File: config.mk
export PLATFORM = sky130hd
export DESIGN_NAME = html_text_extractor_unit
export DESIGN_NICKNAME = d
export VERILOG_FILES = /design/src/hte_pkg.sv /design/src/hte_datapath.sv /design/src/hte_ctrl.sv /design/src/html_text_extractor_unit.sv
export SDC_FILE = /design/constraint.sdc
export NUM_CORES = 1
export LEC_CHECK = 0
export ABC_AREA = 1
export BUFFER_PORTS_ARGS = -buffer_cell sky130_fd_sc_hd__buf_4
export CORE_MARGIN = 4
export CORE_UTILIZATION = 45
export DETAILED_ROUTE_END_ITERATION = 10
export PLACE_DENSITY = 0.68
export RECOVER_POWER = 50
export SETUP_SLACK_MARGIN = 0.5
export SLEW_MARGIN = 0
export SYNTH_ARGS = -nofsm -noshare
export SYNTH_HDL_FRONTEND = slang
export SYNTH_SLANG_ARGS = --single-unit
File: constraint.sdc
create_clock -name i_clk -period 13.4 [get_ports i_clk]
set_input_delay 0.67 -clock i_clk [delete_from_list [all_inputs] [get_ports i_clk]]
set_output_delay 0.67 -clock i_clk [all_outputs]
set_load 0.02 [all_outputs]
File: src/hte_pkg.sv
// Shared types and constants for the HTML text extractor.
// Holds the controller/datapath command and status structs and the match tables.
// No dependencies.
package hte_pkg;

    // Only the first seven tag characters can change the outcome of a match.
    localparam int NAME_KEEP  = 7;
    localparam int TAG_LEN_W  = $clog2(NAME_KEEP + 1);

    // Entity look-ahead buffer.
    localparam int ENT_DEPTH  = 5;
    localparam int ENT_SPAN   = 6;
    localparam int ENT_COUNT  = 4;
    localparam int ELEN_W     = $clog2(ENT_SPAN + 1);
    localparam int EIDX_W     = $clog2(ENT_DEPTH);

    localparam logic [7:0] CH_LT    = 8'h3C;
    localparam logic [7:0] CH_GT    = 8'h3E;
    localparam logic [7:0] CH_AMP   = 8'h26;
    localparam logic [7:0] CH_SLASH = 8'h2F;
    localparam logic [7:0] CH_CR    = 8'h0D;
    localparam logic [7:0] CH_LF    = 8'h0A;
    localparam logic [7:0] CH_TAB   = 8'h09;
    localparam logic [7:0] CH_SPACE = 8'h20;

    // Tag name patterns, first character in the top byte.
    localparam logic [8*NAME_KEEP-1:0] TAG_SCRIPT     = {"script", 8'h00};
    localparam logic [8*NAME_KEEP-1:0] TAG_STYLE      = {"style", 16'h0000};
    localparam logic [8*NAME_KEEP-1:0] TAG_END_SCRIPT = "/script";
    localparam logic [8*NAME_KEEP-1:0] TAG_END_STYLE  = {"/style", 8'h00};
    localparam logic [8*NAME_KEEP-1:0] TAG_BR         = {"br", 40'h0};
    localparam logic [8*NAME_KEEP-1:0] TAG_END_P      = {"/p", 40'h0};
    localparam logic [8*NAME_KEEP-1:0] TAG_END_DIV    = {"/div", 24'h0};
    localparam logic [8*NAME_KEEP-1:0] TAG_END_H      = {"/h", 40'h0};
    localparam logic [8*NAME_KEEP-1:0] TAG_P          = {"p", 48'h0};
    localparam logic [8*NAME_KEEP-1:0] TAG_LI         = {"li", 40'h0};

    // Entity table: text, length and decoded character.
    localparam logic [7:0] ENT_TEXT [ENT_COUNT][ENT_SPAN] = '{
        '{"&", "a", "m", "p", ";", 8'h00},
        '{"&", "l", "t", ";", 8'h00, 8'h00},
        '{"&", "g", "t", ";", 8'h00, 8'h00},
        '{"&", "n", "b", "s", "p", ";"}
    };
    localparam logic [ELEN_W-1:0] ENT_LEN [ENT_COUNT] = '{
        ELEN_W'(5), ELEN_W'(4), ELEN_W'(4), ELEN_W'(6)
    };
    localparam logic [7:0] ENT_VAL [ENT_COUNT] = '{CH_AMP, CH_LT, CH_GT, CH_SPACE};

    typedef enum logic [2:0] {
        OP_NONE,
        OP_FEED,
        OP_FLUSH,
        OP_REPLAY,
        OP_PLAIN,
        OP_FIN
    } t_op;

    typedef struct packed {
        t_op               op;
        logic              to_hold;
        logic              load_byte;
        logic [EIDX_W-1:0] rep_idx;
    } t_cmd;

    typedef struct packed {
        logic              out_free;
        logic              broken;
        logic              pending;
        logic [ELEN_W-1:0] ent_len;
    } t_stat;

endpackage

File: src/hte_datapath.sv
// Datapath of the HTML text extractor: tag and entity state, space collapsing,
// end-of-document hold register and the output register.
// Depends on hte_pkg.
module hte_datapath (
    input  logic           i_clk,
    input  logic           i_rst_n,
    input  logic [7:0]     i_byte,
    input  hte_pkg::t_cmd  i_cmd,
    output hte_pkg::t_stat o_stat,
    input  logic           i_m_tready,
    output logic           o_m_tvalid,
    output logic [7:0]     o_m_tdata,
    output logic           o_m_tuser,
    output logic           o_m_tlast
);
    import hte_pkg::*;

    logic                 r_in_tag, n_in_tag;
    logic                 r_in_script, n_in_script;
    logic [7:0]           r_name [NAME_KEEP];
    logic [7:0]           n_name [NAME_KEEP];
    logic [TAG_LEN_W-1:0] r_tag_len, n_tag_len;
    logic [7:0]           r_ebuf [ENT_DEPTH];
    logic [7:0]           n_ebuf [ENT_DEPTH];
    logic [ELEN_W-1:0]    r_elen, n_elen;
    logic                 r_pend, n_pend;
    logic                 r_aspace, n_aspace;
    logic [7:0]           r_byte, n_byte;
    logic                 r_o_valid, n_o_valid;
    logic [7:0]           r_o_char, n_o_char;
    logic                 r_o_cv, n_o_cv;
    logic                 r_o_last, n_o_last;
    logic                 r_h_valid, n_h_valid;
    logic [7:0]           r_h_char, n_h_char;

    logic [8*NAME_KEEP-1:0] w_name;
    logic [7:0]             w_ebuf6 [ENT_SPAN];
    logic                   w_full, w_prefix, w_broken;
    logic [7:0]             w_full_val;
    logic [7:0]             w_rep_byte, w_src;
    logic                   w_open, w_close, w_nl;
    logic                   w_em;
    logic                   em_req;
    logic [7:0]             em_char;

    function automatic logic name_starts(input logic [8*NAME_KEEP-1:0] nm,
                                         input logic [TAG_LEN_W-1:0]   len,
                                         input logic [8*NAME_KEEP-1:0] pat,
                                         input int                     plen);
        logic hit;
        hit = (len >= TAG_LEN_W'(plen));
        for (int i = 0; i < NAME_KEEP; i++) begin
            if (i < plen && nm[8*(NAME_KEEP-1-i) +: 8] != pat[8*(NAME_KEEP-1-i) +: 8]) begin
                hit = 1'b0;
            end
        end
        return hit;
    endfunction

    always_comb begin
        for (int i = 0; i < NAME_KEEP; i++) begin
            w_name[8*(NAME_KEEP-1-i) +: 8] = r_name[i];
        end
    end

    assign w_open  = name_starts(w_name, r_tag_len, TAG_SCRIPT, 6) ||
                     name_starts(w_name, r_tag_len, TAG_STYLE, 5);
    assign w_close = name_starts(w_name, r_tag_len, TAG_END_SCRIPT, 7) ||
                     name_starts(w_name, r_tag_len, TAG_END_STYLE, 6);
    assign w_nl    = name_starts(w_name, r_tag_len, TAG_BR, 2) ||
                     name_starts(w_name, r_tag_len, TAG_END_P, 2) ||
                     name_starts(w_name, r_tag_len, TAG_END_DIV, 4) ||
                     name_starts(w_name, r_tag_len, TAG_END_H, 2) ||
                     name_starts(w_name, r_tag_len, TAG_P, 1) ||
                     name_starts(w_name, r_tag_len, TAG_LI, 2);

    // Entity match of the incoming byte against the buffered prefix.
    always_comb begin
        logic ok;
        for (int i = 0; i < ENT_DEPTH; i++) begin
            w_ebuf6[i] = r_ebuf[i];
        end
        w_ebuf6[ENT_SPAN-1] = '0;
        w_full     = 1'b0;
        w_prefix   = 1'b0;
        w_full_val = '0;
        for (int k = 0; k < ENT_COUNT; k++) begin
            ok = (ENT_LEN[k] > r_elen);
            for (int i = 0; i < ENT_SPAN; i++) begin
                if (ELEN_W'(i) < r_elen) begin
                    ok = ok && (w_ebuf6[i] == ENT_TEXT[k][i]);
                end else if (ELEN_W'(i) == r_elen) begin
                    ok = ok && (i_byte == ENT_TEXT[k][i]);
                end
            end
            if (ok) begin
                if (ENT_LEN[k] == r_elen + ELEN_W'(1)) begin
                    w_full     = 1'b1;
                    w_full_val = ENT_VAL[k];
                end else begin
                    w_prefix = 1'b1;
                end
            end
        end
    end

    assign w_broken = r_pend && !w_full && !(w_prefix && r_elen < ELEN_W'(ENT_DEPTH));

    always_comb begin
        w_rep_byte = '0;
        for (int j = 0; j < ENT_DEPTH; j++) begin
            if (i_cmd.rep_idx == EIDX_W'(j)) begin
                w_rep_byte = r_ebuf[j];
            end
        end
    end

    always_comb begin
        unique case (i_cmd.op)
            OP_FEED:  w_src = i_byte;
            OP_PLAIN: w_src = r_byte;
            default:  w_src = w_rep_byte;
        endcase
    end

    assign o_stat.out_free = !r_o_valid || i_m_tready;
    assign o_stat.broken   = w_broken;
    assign o_stat.pending  = r_pend;
    assign o_stat.ent_len  = r_elen;

    always_comb begin
        logic do_plain;
        logic is_alnum;
        logic is_upper;
        n_in_tag    = r_in_tag;
        n_in_script = r_in_script;
        n_name      = r_name;
        n_tag_len   = r_tag_len;
        n_ebuf      = r_ebuf;
        n_elen      = r_elen;
        n_pend      = r_pend;
        n_aspace    = r_aspace;
        n_byte      = i_cmd.load_byte ? i_byte : r_byte;
        em_req      = 1'b0;
        em_char     = '0;
        do_plain    = 1'b0;
        w_em        = 1'b0;

        unique case (i_cmd.op)
            OP_FEED: begin
                if (!r_pend) begin
                    do_plain = 1'b1;
                end else if (w_full) begin
                    n_pend  = 1'b0;
                    n_elen  = '0;
                    em_req  = 1'b1;
                    em_char = w_full_val;
                end else begin
                    for (int j = 0; j < ENT_DEPTH; j++) begin
                        if (r_elen == ELEN_W'(j)) begin
                            n_ebuf[j] = i_byte;
                        end
                    end
                    n_elen = r_elen + ELEN_W'(1);
                end
            end
            OP_FLUSH: begin
                // Broken entity: one space, the look-ahead after the '&' is then replayed as text.
                n_pend  = 1'b0;
                n_elen  = '0;
                em_req  = 1'b1;
                em_char = CH_SPACE;
            end
            OP_REPLAY, OP_PLAIN: do_plain = 1'b1;
            OP_FIN: begin
                n_in_tag    = 1'b0;
                n_in_script = 1'b0;
                n_tag_len   = '0;
                n_elen      = '0;
                n_pend      = 1'b0;
                n_aspace    = 1'b0;
            end
            OP_NONE: ;
        endcase

        is_upper = (w_src >= "A") && (w_src <= "Z");
        is_alnum = is_upper || ((w_src >= "a") && (w_src <= "z")) ||
                   ((w_src >= "0") && (w_src <= "9"));

        if (do_plain) begin
            priority if (w_src == CH_LT) begin
                n_in_tag  = 1'b1;
                n_tag_len = '0;
            end else if (r_in_tag) begin
                if (w_src == CH_GT) begin
                    n_in_tag = 1'b0;
                    if (w_open) begin
                        n_in_script = 1'b1;
                    end
                    if (w_close) begin
                        n_in_script = 1'b0;
                    end
                    if (w_nl) begin
                        em_req  = 1'b1;
                        em_char = CH_LF;
                    end
                end else if (r_tag_len < TAG_LEN_W'(NAME_KEEP) &&
                             (is_alnum || w_src == CH_SLASH)) begin
                    for (int j = 0; j < NAME_KEEP; j++) begin
                        if (r_tag_len == TAG_LEN_W'(j)) begin
                            n_name[j] = is_upper ? w_src + 8'd32 : w_src;
                        end
                    end
                    n_tag_len = r_tag_len + TAG_LEN_W'(1);
                end
            end else if (r_in_script) begin
                // Script and style bodies are dropped.
            end else if (w_src == CH_AMP) begin
                n_pend    = 1'b1;
                n_ebuf[0] = CH_AMP;
                n_elen    = ELEN_W'(1);
            end else if (w_src == CH_CR) begin
                // Carriage returns are dropped.
            end else if (w_src == CH_LF || w_src == CH_TAB) begin
                em_req  = 1'b1;
                em_char = CH_SPACE;
            end else begin
                em_req  = 1'b1;
                em_char = w_src;
            end
        end

        // Space collapsing: a newline also swallows the spaces after it.
        if (em_req) begin
            if (em_char == CH_SPACE) begin
                w_em     = !r_aspace;
                n_aspace = 1'b1;
            end else begin
                w_em     = 1'b1;
                n_aspace = (em_char == CH_LF);
            end
        end
    end

    // Output register and the one-deep hold used while the end of a document is found.
    always_comb begin
        n_o_valid = r_o_valid && !i_m_tready;
        n_o_char  = r_o_char;
        n_o_cv    = r_o_cv;
        n_o_last  = r_o_last;
        n_h_valid = r_h_valid;
        n_h_char  = r_h_char;
        if (i_cmd.op == OP_FIN) begin
            n_o_valid = 1'b1;
            n_o_char  = r_h_valid ? r_h_char : '0;
            n_o_cv    = r_h_valid;
            n_o_last  = 1'b1;
            n_h_valid = 1'b0;
        end else if (w_em) begin
            if (i_cmd.to_hold) begin
                n_h_valid = 1'b1;
                n_h_char  = em_char;
                if (r_h_valid) begin
                    n_o_valid = 1'b1;
                    n_o_char  = r_h_char;
                    n_o_cv    = 1'b1;
                    n_o_last  = 1'b0;
                end
            end else begin
                n_o_valid = 1'b1;
                n_o_char  = em_char;
                n_o_cv    = 1'b1;
                n_o_last  = 1'b0;
            end
        end
    end

    always_ff @(posedge i_clk) begin
        if (!i_rst_n) begin
            r_in_tag    <= 1'b0;
            r_in_script <= 1'b0;
            r_tag_len   <= '0;
            r_elen      <= '0;
            r_pend      <= 1'b0;
            r_aspace    <= 1'b0;
            r_o_valid   <= 1'b0;
            r_h_valid   <= 1'b0;
        end else begin
            r_in_tag    <= n_in_tag;
            r_in_script <= n_in_script;
            r_tag_len   <= n_tag_len;
            r_elen      <= n_elen;
            r_pend      <= n_pend;
            r_aspace    <= n_aspace;
            r_o_valid   <= n_o_valid;
            r_h_valid   <= n_h_valid;
        end
    end

    always_ff @(posedge i_clk) begin
        r_name   <= n_name;
        r_ebuf   <= n_ebuf;
        r_byte   <= n_byte;
        r_o_char <= n_o_char;
        r_o_cv   <= n_o_cv;
        r_o_last <= n_o_last;
        r_h_char <= n_h_char;
    end

    assign o_m_tvalid = r_o_valid;
    assign o_m_tdata  = r_o_char;
    assign o_m_tuser  = r_o_cv;
    assign o_m_tlast  = r_o_last;

endmodule

File: src/hte_ctrl.sv
// Controller of the HTML text extractor: sequences broken-entity replay and
// the end-of-document flush. Depends on hte_pkg.
module hte_ctrl (
    input  logic           i_clk,
    input  logic           i_rst_n,
    input  logic           i_s_tvalid,
    input  logic           i_s_tlast,
    output logic           o_s_tready,
    input  hte_pkg::t_stat i_stat,
    output hte_pkg::t_cmd  o_cmd
);
    import hte_pkg::*;

    typedef enum logic [1:0] {
        ST_IDLE,
        ST_REPLAY,
        ST_BYTE,
        ST_END
    } t_state;

    t_state            r_state, n_state;
    logic              r_end, n_end;
    logic [EIDX_W-1:0] r_rep_idx, n_rep_idx;
    logic [ELEN_W-1:0] r_rep_n, n_rep_n;
    logic              r_then_byte, n_then_byte;
    logic              w_ready;

    always_comb begin
        n_state       = r_state;
        n_end         = r_end;
        n_rep_idx     = r_rep_idx;
        n_rep_n       = r_rep_n;
        n_then_byte   = r_then_byte;
        w_ready       = 1'b0;
        o_cmd.op        = OP_NONE;
        o_cmd.to_hold   = r_end;
        o_cmd.load_byte = 1'b0;
        o_cmd.rep_idx   = r_rep_idx;

        unique case (r_state)
            ST_IDLE: begin
                w_ready = i_stat.out_free;
                if (i_s_tvalid && w_ready) begin
                    o_cmd.to_hold = i_s_tlast;
                    n_end         = i_s_tlast;
                    if (i_stat.broken) begin
                        o_cmd.op        = OP_FLUSH;
                        o_cmd.load_byte = 1'b1;
                        n_rep_n         = i_stat.ent_len;
                        n_rep_idx       = EIDX_W'(1);
                        n_then_byte     = 1'b1;
                        n_state = (i_stat.ent_len > ELEN_W'(1)) ? ST_REPLAY : ST_BYTE;
                    end else begin
                        o_cmd.op = OP_FEED;
                        n_state  = i_s_tlast ? ST_END : ST_IDLE;
                    end
                end
            end
            ST_REPLAY: begin
                if (i_stat.out_free) begin
                    o_cmd.op  = OP_REPLAY;
                    n_rep_idx = r_rep_idx + EIDX_W'(1);
                    if (r_rep_idx == EIDX_W'(r_rep_n - ELEN_W'(1))) begin
                        n_state = r_then_byte ? ST_BYTE : ST_END;
                    end
                end
            end
            ST_BYTE: begin
                if (i_stat.out_free) begin
                    o_cmd.op = OP_PLAIN;
                    n_state  = r_end ? ST_END : ST_IDLE;
                end
            end
            ST_END: begin
                if (i_stat.out_free) begin
                    if (i_stat.pending) begin
                        o_cmd.op    = OP_FLUSH;
                        n_rep_n     = i_stat.ent_len;
                        n_rep_idx   = EIDX_W'(1);
                        n_then_byte = 1'b0;
                        n_state = (i_stat.ent_len > ELEN_W'(1)) ? ST_REPLAY : ST_END;
                    end else begin
                        o_cmd.op = OP_FIN;
                        n_end    = 1'b0;
                        n_state  = ST_IDLE;
                    end
                end
            end
        endcase
    end

    always_ff @(posedge i_clk) begin
        if (!i_rst_n) begin
            r_state     <= ST_IDLE;
            r_end       <= 1'b0;
            r_rep_idx   <= '0;
            r_rep_n     <= '0;
            r_then_byte <= 1'b0;
        end else begin
            r_state     <= n_state;
            r_end       <= n_end;
            r_rep_idx   <= n_rep_idx;
            r_rep_n     <= n_rep_n;
            r_then_byte <= n_then_byte;
        end
    end

    assign o_s_tready = w_ready;

endmodule

File: src/html_text_extractor_unit.sv
// Top level of the HTML text extractor: strips tags, skips script and style,
// decodes entities and collapses spaces. Depends on hte_pkg, hte_ctrl, hte_datapath.
//
//  Channel  | Direction | Signals                       | Contents
//  ---------+-----------+-------------------------------+------------------------------
//  s (in)   | slave     | tvalid tready tdata[7:0] tlast| tdata: in_byte;
//           |           |                               | tlast: end_of_input
//  m (out)  | master    | tvalid tready tdata[7:0] tuser| tdata: out_char;
//           |           | tlast                         | tuser: char_valid;
//           |           |                               | tlast: end_of_text
//
// A byte is taken whenever the controller is idle and the output register can take
// a result. A byte that breaks an entity match first gives one space; the controller
// then replays the buffered look-ahead bytes after the '&' one per cycle, while the
// output register can take them, through the shared text path, and then passes the
// breaking byte itself. After the final byte of a document, an entity still pending
// gets its space and the replay of its look-ahead bytes, then the held result goes.
// Reset is synchronous and active low; no memory needs clearing after it.
// A stalled output stops the controller; the next request is taken only when
// the output register is empty or its result leaves in the same cycle.
module html_text_extractor_unit (
    input  logic       i_clk,
    input  logic       i_rst_n,
    input  logic       i_s_tvalid,
    output logic       o_s_tready,
    input  logic [7:0] i_s_tdata,   // [7:0] in_byte
    input  logic       i_s_tlast,
    output logic       o_m_tvalid,
    input  logic       i_m_tready,
    output logic [7:0] o_m_tdata,   // [7:0] out_char
    output logic       o_m_tuser,   // [0] char_valid
    output logic       o_m_tlast
);
    import hte_pkg::*;

    t_cmd  w_cmd;
    t_stat w_stat;

    // The controller decides what the text path does each cycle.
    hte_ctrl u_ctrl (
        .i_clk      (i_clk),
        .i_rst_n    (i_rst_n),
        .i_s_tvalid (i_s_tvalid),
        .i_s_tlast  (i_s_tlast),
        .o_s_tready (o_s_tready),
        .i_stat     (w_stat),
        .o_cmd      (w_cmd)
    );

    // The datapath holds all parse state and the output register.
    hte_datapath u_dp (
        .i_clk      (i_clk),
        .i_rst_n    (i_rst_n),
        .i_byte     (i_s_tdata),
        .i_cmd      (w_cmd),
        .o_stat     (w_stat),
        .i_m_tready (i_m_tready),
        .o_m_tvalid (o_m_tvalid),
        .o_m_tdata  (o_m_tdata),
        .o_m_tuser  (o_m_tuser),
        .o_m_tlast  (o_m_tlast)
    );

endmodule

==> flow_summary.yaml, run 1 <==
worst_setup_path:
  r2r_slack_ns: 7.05
  required_ns: 13.45
  rr_worst_depth: 22
  slowest_delay_ns: 0.92
  slowest_stage: "nor3_1"
  cp_max_fo: 14
  rr_endpoint: "u_dp.r_name[16]"
  worstPathArrival_ns: 6.40
  worstSetupPathType: "reg2reg"
  start_kind: "flip-flop"
  crit_path_cell_trace: "inv_1 -> ha_1 -> nand2_1 -> nand2_1 -> nand3_1 -> nand2_1 -> nor2_1 -> nand3_1 -> nand3_1 -> nor3_1 -> nand2_1 -> nand3_1 -> nand3_1 -> nand3_1 -> o21ai_0 -> a21oi_1 -> o311ai_0 -> nand3_1 -> nand2_1 -> inv_1 -> nand2_1 -> nor3_1"
  endpoint_kind: "flip-flop"
  crit_family: "simple AND/OR/NAND/NOR gates"
  worst_path_most_repeated_cell: "nand3_1"
  worstReg2RegStart: "u_dp.r_elen[1]"
  critPathBufInv: 2
hold_path:
  hold_depth: 2
  hold_path_end: "u_dp.o_m_tlast"
  hold_path_startpoint: "u_dp.o_m_tlast"
  min_path_type: "reg2reg"
sta:
  setup_slack_ns: 7.047
  fmax_mhz: 157.4
  setup_viol: 0
  fin_skew_ns: 0.007572
  slew-limit-headroom_pct: 22.13
  tns_ns: 0
  timing.final.crit_period_ns: 6.353
  tightestPinTransition_ns: 1.159
  rsz0062_at_grt: "no"
  period_share_pct: 47.41
  drv_slew: 0
  hold_violations: 0
pwr:
  p_comb_share_pct: 42.2
  swShare_pct: 42.85
  power_switching_uw: 804.4
  power_mw: 1.877
  powerDensity_mw_per_mm2: 204.5
  clkPwrFrac_pct: 23.4
  seq_power_share_pct: 34.4
  internal-power_mw: 1.073
  leakagePower_nw: 3.660
  vdd_ir_drop_max_v: 0.0001346
place:
  dp_cells: 1261
  dp_hpwl_mm: 15.68
  gp_congestion: 0.9474
  dpl_cell_area_sq_mm: 0.008806
  post-place-ws_ns: 7.941
  placement.io_buffers: 24
clock_network:
  clkTransAtPathRegs_ns: 0.06
  cts.sinks: 144
  postCtsSetupBuffers: 0
  clk_latency_ns: 0.43
  cts_buffers: 17
  ctsResizeCount: 0
  cts_hold_buf: 0
  cts_root_buf: "clkbuf_16"
  htree_levels: 4
  tritoncts: "done"
  clock_path_buffers: 2
layout:
  num-fill-cells: 1758
  fin_cells: 1293
  mostFrequentLayoutCells: "nand2_1 (226), inv_1 (141), nor2_1 (128)"
  antenna_cells: 0
  area_growth_syn_to_layout_pct: 9.279
  layout_commonest_cell: "nand2_1"
  nets: 1089
  design_area_sq_mm: 0.009180
  drive_above_1_share_pct: 7.237
floorplanning:
  rows: 49
  die_h_microns: 144.6
  core_sq_mm: 0.01815
  start_util_pct: 46.29
  dieArea_sq_mm: 0.02092
  io_pins: 25
  die_w_microns: 144.6
drt:
  postRouteWirelength_mm: 20.96
  via_per_inst: 5.457
  drt_iter0_markers: 494
  drt-wirelength-per-cell_microns: 16.21
  ant_nets: 0
  drc: 0
  vias: 7056
  firstDrtPassIters: 5
synth:
  syn_avg_cell_area_sq_um: 8.220
  synth_nets: 1060
  ys_seq_area_share_pct: 47.78
  synth_seq_cells: 144
  yosysWarnings: 0
  synth.distinct_cells: 60
  synth_ff_type: "edfxtp_1"
  ys_async_sr_fraction_pct: 0
  synth_cells: 1022
  syn_area_sq_mm: 0.008401
  synth-edff-count: 113
global_route:
  grt_antenna_before_repair: 0
  grt_pass1_wl_mm: 34.15
  gr-max-usage-layer: "met2"
  grt_usage_pct: 21.00
  grtUsageMet2_pct: 34.67
  use_met1_pct: 27.46
  grt_max_degree: 17
  grtUsageMet3_pct: 3.638
  overflow: 0
  grt_pass1_vias: 6704
flow_run:
  cap_violations: 0
run_status:
  status: "complete, no violations"
[power groups by stage]
stage | Sequential [mW] | Combinational [mW] | Clock (mW)
after floorplan | 0.664 | 0.556 | 0
after global routing | 0.651 | 0.886 | 0.470
final | 0.645 | 0.793 | 0.439
after CTS | 0.645 | 0.827 | 0.446
after detailed placement | 0.654 | 0.820 | 0
after global placement | 0.652 | 0.811 | 0
[state kept, by name, indices dropped and copies added (netlist names), 2 cells and up]
register	flops
u_ctrl.r_rep_idx	3
u_ctrl.r_rep_n	3
u_ctrl.r_state	2
u_dp.o_m_tdata	8
u_dp.r_byte	8
u_dp.r_ebuf	40
u_dp.r_elen	3
u_dp.r_h_char	8
u_dp.r_name	56
u_dp.r_tag_len	3
[worst max-delay path by stage]
stage / startpoint / endpoint / slack [ns] / cells after the start
6_report: u_dp.r_elen[1] / u_dp.r_name[16] / 7.05 / 22
4_1_cts: u_dp.r_elen[1] / u_dp.r_name[3] / 7.91 / 23
2_1_floorplan: u_dp.r_elen[1] / u_dp.r_name[32] / 8.84 / 24
3_5_place_dp: u_dp.r_elen[1] / u_dp.r_name[7] / 7.94 / 23
5_1_grt: u_dp.r_elen[1] / u_dp.r_name[2] / 6.35 / 22
3_3_place_gp: u_dp.r_elen[1] / u_dp.r_name[22] / 8.12 / 23
[cell type report]
class | instances | area, sq um | area share, %
Sequential cell | 144 | 4014 | 43.72
Multi-Input combinational cell | 711 | 3636 | 39.61
Inverter | 149 | 561.8 | 6.120
Clock buffer | 17 | 425.4 | 4.634
Tap cell | 229 | 286.5 | 3.121
Timing Repair Buffer | 28 | 131.4 | 1.431
Clock inverter | 15 | 125.1 | 1.363
[per-stage QoR]
step           hold slack [ns]  utilization (%)
5_1_grt                 0.4939            50.59
2_1_floorplan           0.4291                -
4_1_cts                 0.4599            51.56
3_5_place_dp            0.4470            48.52
6_report                0.4488            50.59
3_3_place_gp            0.4378            48.52
[cells in the mapped netlist (all sizes together) (2+ instances only)]
| library cell | count | share of area [%] |
|---|---|---|
| nor4 | 14 | 1.0 |
| nor3b | 3 | 0.27 |
| o22ai | 5 | 0.37 |
| a31oi | 7 | 0.52 |
| a211oi | 6 | 0.54 |
| o211ai | 6 | 0.54 |
| dfxtp | 31 | 7.4 |
| nand4 | 36 | 2.9 |
| nor3 | 21 | 1.4 |
| clkbuf | 10 | 0.45 |
| xor2 | 2 | 0.21 |
| clkinv | 2 | 0.089 |
| o21ai | 57 | 3.4 |
| nand2 | 233 | 11 |
| edfxtp | 113 | 40 |
| a2111o | 2 | 0.27 |
| a21boi | 2 | 0.18 |
| ha | 25 | 3.7 |
| a21oi | 37 | 2.2 |
| inv | 147 | 6.6 |
| o21a | 3 | 0.27 |
| nor2 | 144 | 7.3 |
| o311ai | 2 | 0.21 |
| nand3 | 80 | 5.8 |
| a221oi | 2 | 0.21 |
| o31ai | 4 | 0.36 |
| buf | 8 | 0.64 |
| nand3b | 5 | 0.45 |
[worst register-to-register path, stage by stage (launching register included)]
cell and delay, ns:
dfxtp_1 0.42, inv_1 0.21, ha_1 0.41, nand2_1 0.15
nand2_1 0.13, nand3_1 0.08, nand2_1 0.07, nor2_1 0.07
nand3_1 0.13, nand3_1 0.12, nor3_1 0.52, nand2_1 0.45
nand3_1 0.57, nand3_1 0.22, nand3_1 0.52, o21ai_0 0.19
a21oi_1 0.16, o311ai_0 0.14, nand3_1 0.13, nand2_1 0.10
inv_1 0.11, nand2_1 0.16, nor3_1 0.92
[kinds of logic (layout without fill, tap and decap cells)]
family | after synthesis | after routing | synth area share, %
AND/OR/NAND/NOR | 541 | 541 | 30.34
buffers and inverters | 167 | 209 | 7.775
flip-flops | 144 | 144 | 47.78
AO/OA/AOI/OAI | 141 | 141 | 9.950
adder cells (fa/ha/maj) | 25 | 25 | 3.724
XOR/XNOR | 3 | 3 | 0.3128
multiplexers | 1 | 1 | 0.1192
[per-layer routing]
metal / part of all wire, % / wire length (microns)
met4: 2.6 / 555
met3: 4.7 / 975
met5: 0 / 0
met2: 48 / 10100
met1: 45 / 9330
Note: power is estimated with default switching activity, not from simulation.
==> inputs of run 2 (changes only) <==
Clock period 13.4 ns to 6.45 ns, I/O delays scaled along.
==> run 2 against run 1 <==
Clock skew rose by 0.00058 ns. Final cell count unchanged. Fmax rose by 14%. Global-route usage is 0.053 points lower. Largest cell class unchanged. Sequential share of layout area is 0.42 points lower.
==> flow_summary.yaml, run 2 (synthesis gave the netlist of run 1 again) <==
run_status:
  status: "complete, no violations"
pwr:
  vdd_ir_drop_max_v: 0.0002336
  powerDensity_mw_per_mm2: 431.0
  leakagePower_nw: 3.709
layout:
  area_growth_syn_to_layout_pct: 10.34
  regMostFlops: "u_dp.r_name"
  post-route-util_pct: 51.08
  layout_commonest_cell: "nand2_1"
  nets: 1089
  antenna_cells: 0
  reg.largest.list: "u_dp.r_name x56, u_dp.r_ebuf x40"
  drive_above_1_share_pct: 7.989
  largest_register_ffs: 56
  mostFrequentLayoutCells: "nand2_1 (224), inv_1 (141), nor2_1 (127)"
  design_area_sq_mm: 0.009269
worst_setup_path:
  start_kind: "flip-flop"
  rr_endpoint: "u_dp.r_name[45]"
  r2r_slack_ns: 0.86
  rr_worst_depth: 22
  required_ns: 6.50
  worstReg2RegStart: "u_dp.r_elen[1]"
  endpoint_kind: "flip-flop"
  cp_max_fo: 14
  worstSetupPathType: "reg2reg"
  worstPathArrival_ns: 5.64
  crit_end: "u_dp.r_name[45]"
  crit_start: "u_dp.r_elen[1]"
global_route:
  grt_pass1_vias: 6728
  grt_max_degree: 17
  grt_antenna_before_repair: 0
  grt_pass1_wl_mm: 33.90
  grt_usage_pct: 20.94
  overflow: 0
floorplanning:
  start_util_pct: 46.29
  rows: 49
  io_pins: 25
  core_sq_mm: 0.01815
  die_h_microns: 144.6
  die_w_microns: 144.6
  dieArea_sq_mm: 0.02092
drt:
  firstDrtPassIters: 5
  drc: 0
  ant_nets: 0
  drt-wirelength-per-cell_microns: 16.31
  via_per_inst: 5.466
  drt_iter0_markers: 606
  vias: 7068
  postRouteWirelength_mm: 21.09
clock_network:
  cts_buffers: 17
  clkTransAtPathRegs_ns: 0.07
  cts_hold_buf: 0
  clk_latency_ns: 0.44
  clock_path_buffers: 2
  cts_root_buf: "clkbuf_16"
  tritoncts: "done"
  postCtsSetupBuffers: 0
  cts.sinks: 144
  ctsResizeCount: 0
  htree_levels: 4
sta:
  fmax_mhz: 178.9
  hold_violations: 0
  drv_slew: 0
  fin_skew_ns: 0.008157
  period_share_pct: 86.66
  rsz0062_at_grt: "yes"
  setup_viol: 0
  tightestPinTransition_ns: 1.139
  timing.final.crit_period_ns: 5.590
  slew-limit-headroom_pct: 23.46
  tns_ns: 0
place:
  dpl_cell_area_sq_mm: 0.008806
  dp_hpwl_mm: 15.70
  placement.io_buffers: 24
  gp_congestion: 0.9330
hold_path:
  min_path_type: "in2reg"
flow_run:
  cap_violations: 0
run 2: power breakdown:
part | leakage, nW | internal [mW] | switching [mW]
registers | 1.28 | 1.28 | 0.0621
logic | 2.14 | 0.451 | 1.22
clock network | 0.292 | 0.552 | 0.437
total | 3.71 | 2.28 | 1.71
run 2: cell type report:
| class | instances | area, sq um |
|---|---|---|
| Tap cell | 229 | 286.5 |
| Timing Repair Buffer | 28 | 127.6 |
| Multi-Input combinational cell | 711 | 3686 |
| Clock buffer | 17 | 425.4 |
| Sequential cell | 144 | 4014 |
| Fill cell | 1731 | 8879 |
| Inverter | 149 | 561.8 |
| Clock inverter | 15 | 167.7 |
run 2: metrics by stage:
| stage | instances | power (mW) | worst slack, ns | hold WS, ns |
|---|---|---|---|---|
| 2_1_floorplan | 1022 | 2.533 | 1.892 | 0.4214 |
| 3_3_place_gp | 1261 | 3.032 | 1.351 | 0.4376 |
| 3_5_place_dp | 1261 | 3.061 | 1.049 | 0.4441 |
| 4_1_cts | 1293 | 4.051 | 1.026 | 0.1498 |
| 5_1_grt | 1293 | 4.250 | 0.1505 | 0.1716 |
| 6_report | 1293 | 3.995 | 0.8603 | 0.1538 |
run 2: metal layers:
| metal | track usage (%) | vias up | wire [microns] |
|---|---|---|---|
| met5 | 0 | - | 0 |
| met4 | 8.738 | 0 | 580 |
| met3 | 4.067 | 47 | 1012 |
| met2 | 34.72 | 202 | 10160 |
| met1 | 26.90 | 3290 | 9340 |
| li1 | - | 3529 | - |
run 2: how the worst min path moves through the flow:
stage / from / to / slack, ns / cells after the start
2_1_floorplan: i_s_tdata[0] / u_dp.r_byte[0] / 0.42 / 0
3_3_place_gp: u_dp.o_m_tlast / u_dp.o_m_tlast / 0.44 / 2
3_5_place_dp: u_dp.o_m_tlast / u_dp.o_m_tlast / 0.44 / 2
4_1_cts: i_rst_n / u_dp.r_aspace / 0.15 / 3
5_1_grt: i_rst_n / u_dp.r_aspace / 0.17 / 3
6_report: i_rst_n / u_dp.o_m_tvalid / 0.15 / 3
run 2: worst max-delay path, stage by stage, from the launching register on:
cell and delay, ns:
dfxtp_1 0.42, inv_1 0.20, ha_1 0.37, nand2_1 0.15, nand2_1 0.13, nand3_1 0.08, nand2_1 0.07, nor2_1 0.06
nand3_1 0.13, nand3_1 0.11, nor3_1 0.52, nand2_2 0.33, nand3_4 0.26, nand3_1 0.13, nand3_1 0.42, nand2_1 0.17
inv_1 0.12, nand4_1 0.10, nand3_1 0.10, nand2_1 0.10, inv_1 0.12, nand2_1 0.18, nor3_1 0.91
==> inputs of run 3 (changes only) <==
Settings changed: PLACE_DENSITY 0.68 to default.
==> run 3 against run 2 <==
Via count fell by 0.96%. Global-route usage up 0.58 points. Sequential cell count unchanged. Fmax is 0.49% higher. Register-to-register slack better by 0.03 ns. Sequential share of layout area grew 0.082 points. Setup slack better by 0.027 ns. Sequential power hardly changed.
==> flow_summary.yaml, run 3 (synthesis gave the netlist of run 1 again) <==
run_status:
  status: "complete, no violations"
floorplanning:
  die_h_microns: 144.6
  io_pins: 25
  dieArea_sq_mm: 0.02092
  start_util_pct: 46.29
  die_w_microns: 144.6
  core_sq_mm: 0.01815
  rows: 49
layout:
  reg.largest.list: "u_dp.r_name x56, u_dp.r_ebuf x40"
  mostFrequentLayoutCells: "nand2_1 (225), inv_1 (141), nor2_1 (127)"
  post-route-util_pct: 50.98
  largest_register_ffs: 56
  regMostFlops: "u_dp.r_name"
  area_growth_syn_to_layout_pct: 10.13
  nets: 1090
  antenna_cells: 0
  design_area_sq_mm: 0.009251
  drive_above_1_share_pct: 7.519
  layout_commonest_cell: "nand2_1"
sta:
  period_share_pct: 86.24
  whs_ns: 0.1555
  rsz0062_at_grt: "no"
  tightestPinTransition_ns: 1.081
  tns_ns: 0
  slew-limit-headroom_pct: 27.36
  fin_skew_ns: 0.01174
  setup_viol: 0
  drv_slew: 0
  timing.final.crit_period_ns: 5.562
  hold_violations: 0
  fmax_mhz: 179.8
worst_setup_path:
  slowest_delay_ns: 0.87
  cp_max_fo: 14
  start_kind: "flip-flop"
  required_ns: 6.49
  critPathBufInv: 3
  slowest_stage: "nor3_1"
  crit_path_cell_trace: "inv_1 -> ha_1 -> nand2_1 -> inv_1 -> nand2_1 -> a21oi_1 -> nor3_1 -> nand2_1 -> nor2_1 -> nor3_4 -> nand2_1 -> nand3_4 -> nand3_1 -> nand3_2 -> nor2_1 -> nand2_1 -> a21oi_1 -> o21ai_1 -> nand3_1 -> nand2_1 -> inv_1 -> nand2_1 -> nor3_1"
  worstSetupPathType: "reg2reg"
  endpoint_kind: "flip-flop"
  worst_path_most_repeated_cell: "nand2_1"
  worstPathArrival_ns: 5.60
  crit_family: "simple AND/OR/NAND/NOR gates"
clock_network:
  postCtsSetupBuffers: 0
  tritoncts: "done"
  cts.sinks: 144
  cts_root_buf: "clkbuf_16"
  clkTransAtPathRegs_ns: 0.06
  htree_levels: 4
  cts_buffers: 17
  clk_latency_ns: 0.43
  cts_hold_buf: 0
  clock_path_buffers: 2
  ctsResizeCount: 0
place:
  placement.io_buffers: 24
  dpl_cell_area_sq_mm: 0.008813
  dp_hpwl_mm: 16.05
  gp_congestion: 0.9054
global_route:
  gr-max-usage-layer: "met2"
  overflow: 0
  use_met1_pct: 29.00
  grtUsageMet2_pct: 34.67
  grt_pass1_vias: 6777
  grtUsageMet3_pct: 4.101
  grt_max_degree: 17
  grt_usage_pct: 21.53
  grt_pass1_wl_mm: 34.62
  grt_antenna_before_repair: 0
pwr:
  powerDensity_mw_per_mm2: 427.8
  vdd_ir_drop_max_v: 0.0002347
  leakagePower_nw: 3.689
drt:
  firstDrtPassIters: 5
  vias: 7000
  via_per_inst: 5.414
  postRouteWirelength_mm: 21.48
  drt-wirelength-per-cell_microns: 16.61
  drt_iter0_markers: 512
  drc: 0
  ant_nets: 0
hold_path:
  min_path_type: "in2reg"
flow_run:
  cap_violations: 0
-- run 3: per-layer routing --
| layer | routed length, microns | share of wire (%) |
|---|---|---|
| met1 | 9862 | 46 |
| met2 | 9842 | 46 |
| met3 | 1160 | 5.4 |
| met4 | 610 | 2.8 |
| met5 | 0 | 0 |
-- run 3: per-stage QoR --
stage	worst slack, ns	total power [mW]	instances
finish	0.8876	3.957	1293
global route	0.2698	4.240	1293
CTS	1.074	4.061	1293
detailed placement	1.100	3.070	1262
global placement	1.352	3.070	1262
floorplan	1.892	2.533	1022
-- run 3: tightest hold or removal path: cells and delay by family --
| kind | cells | cell delay, ns |
|---|---|---|
| buffers and inverters | 2 | 0.18 |
| and+or+nand+nor | 1 | 0.06 |
-- run 3: area by class of cell --
class | count | area [sq um]
clock buffers | 17 | 425.4
flip-flops and latches | 144 | 4014
repair buffers | 29 | 131.4
multi-input cells | 711 | 3675
fillers | 1750 | 8896
inverters | 149 | 561.8
clock inverters | 14 | 157.7
well taps | 229 | 286.5
-- run 3: report_power, final --
part           switching, mW  internal, mW  leakage (nW)
registers             0.0614          1.28          1.28
logic                   1.19         0.437          2.13
clock network          0.410         0.575         0.278
total                   1.67          2.29          3.69
-- run 3: worst paths after layout --
kind                            slack [ns]      startpoint               to  depth (start not counted)
worst max-delay path                  0.89  u_dp.r_elen[0]  u_dp.r_name[10]                         23
worst min-delay path                  0.16         i_rst_n    u_dp.r_aspace                          3
worst max register to register        0.89  u_dp.r_elen[0]  u_dp.r_name[10]                         23
worst min register to register        0.45  u_dp.o_m_tlast   u_dp.o_m_tlast                          2
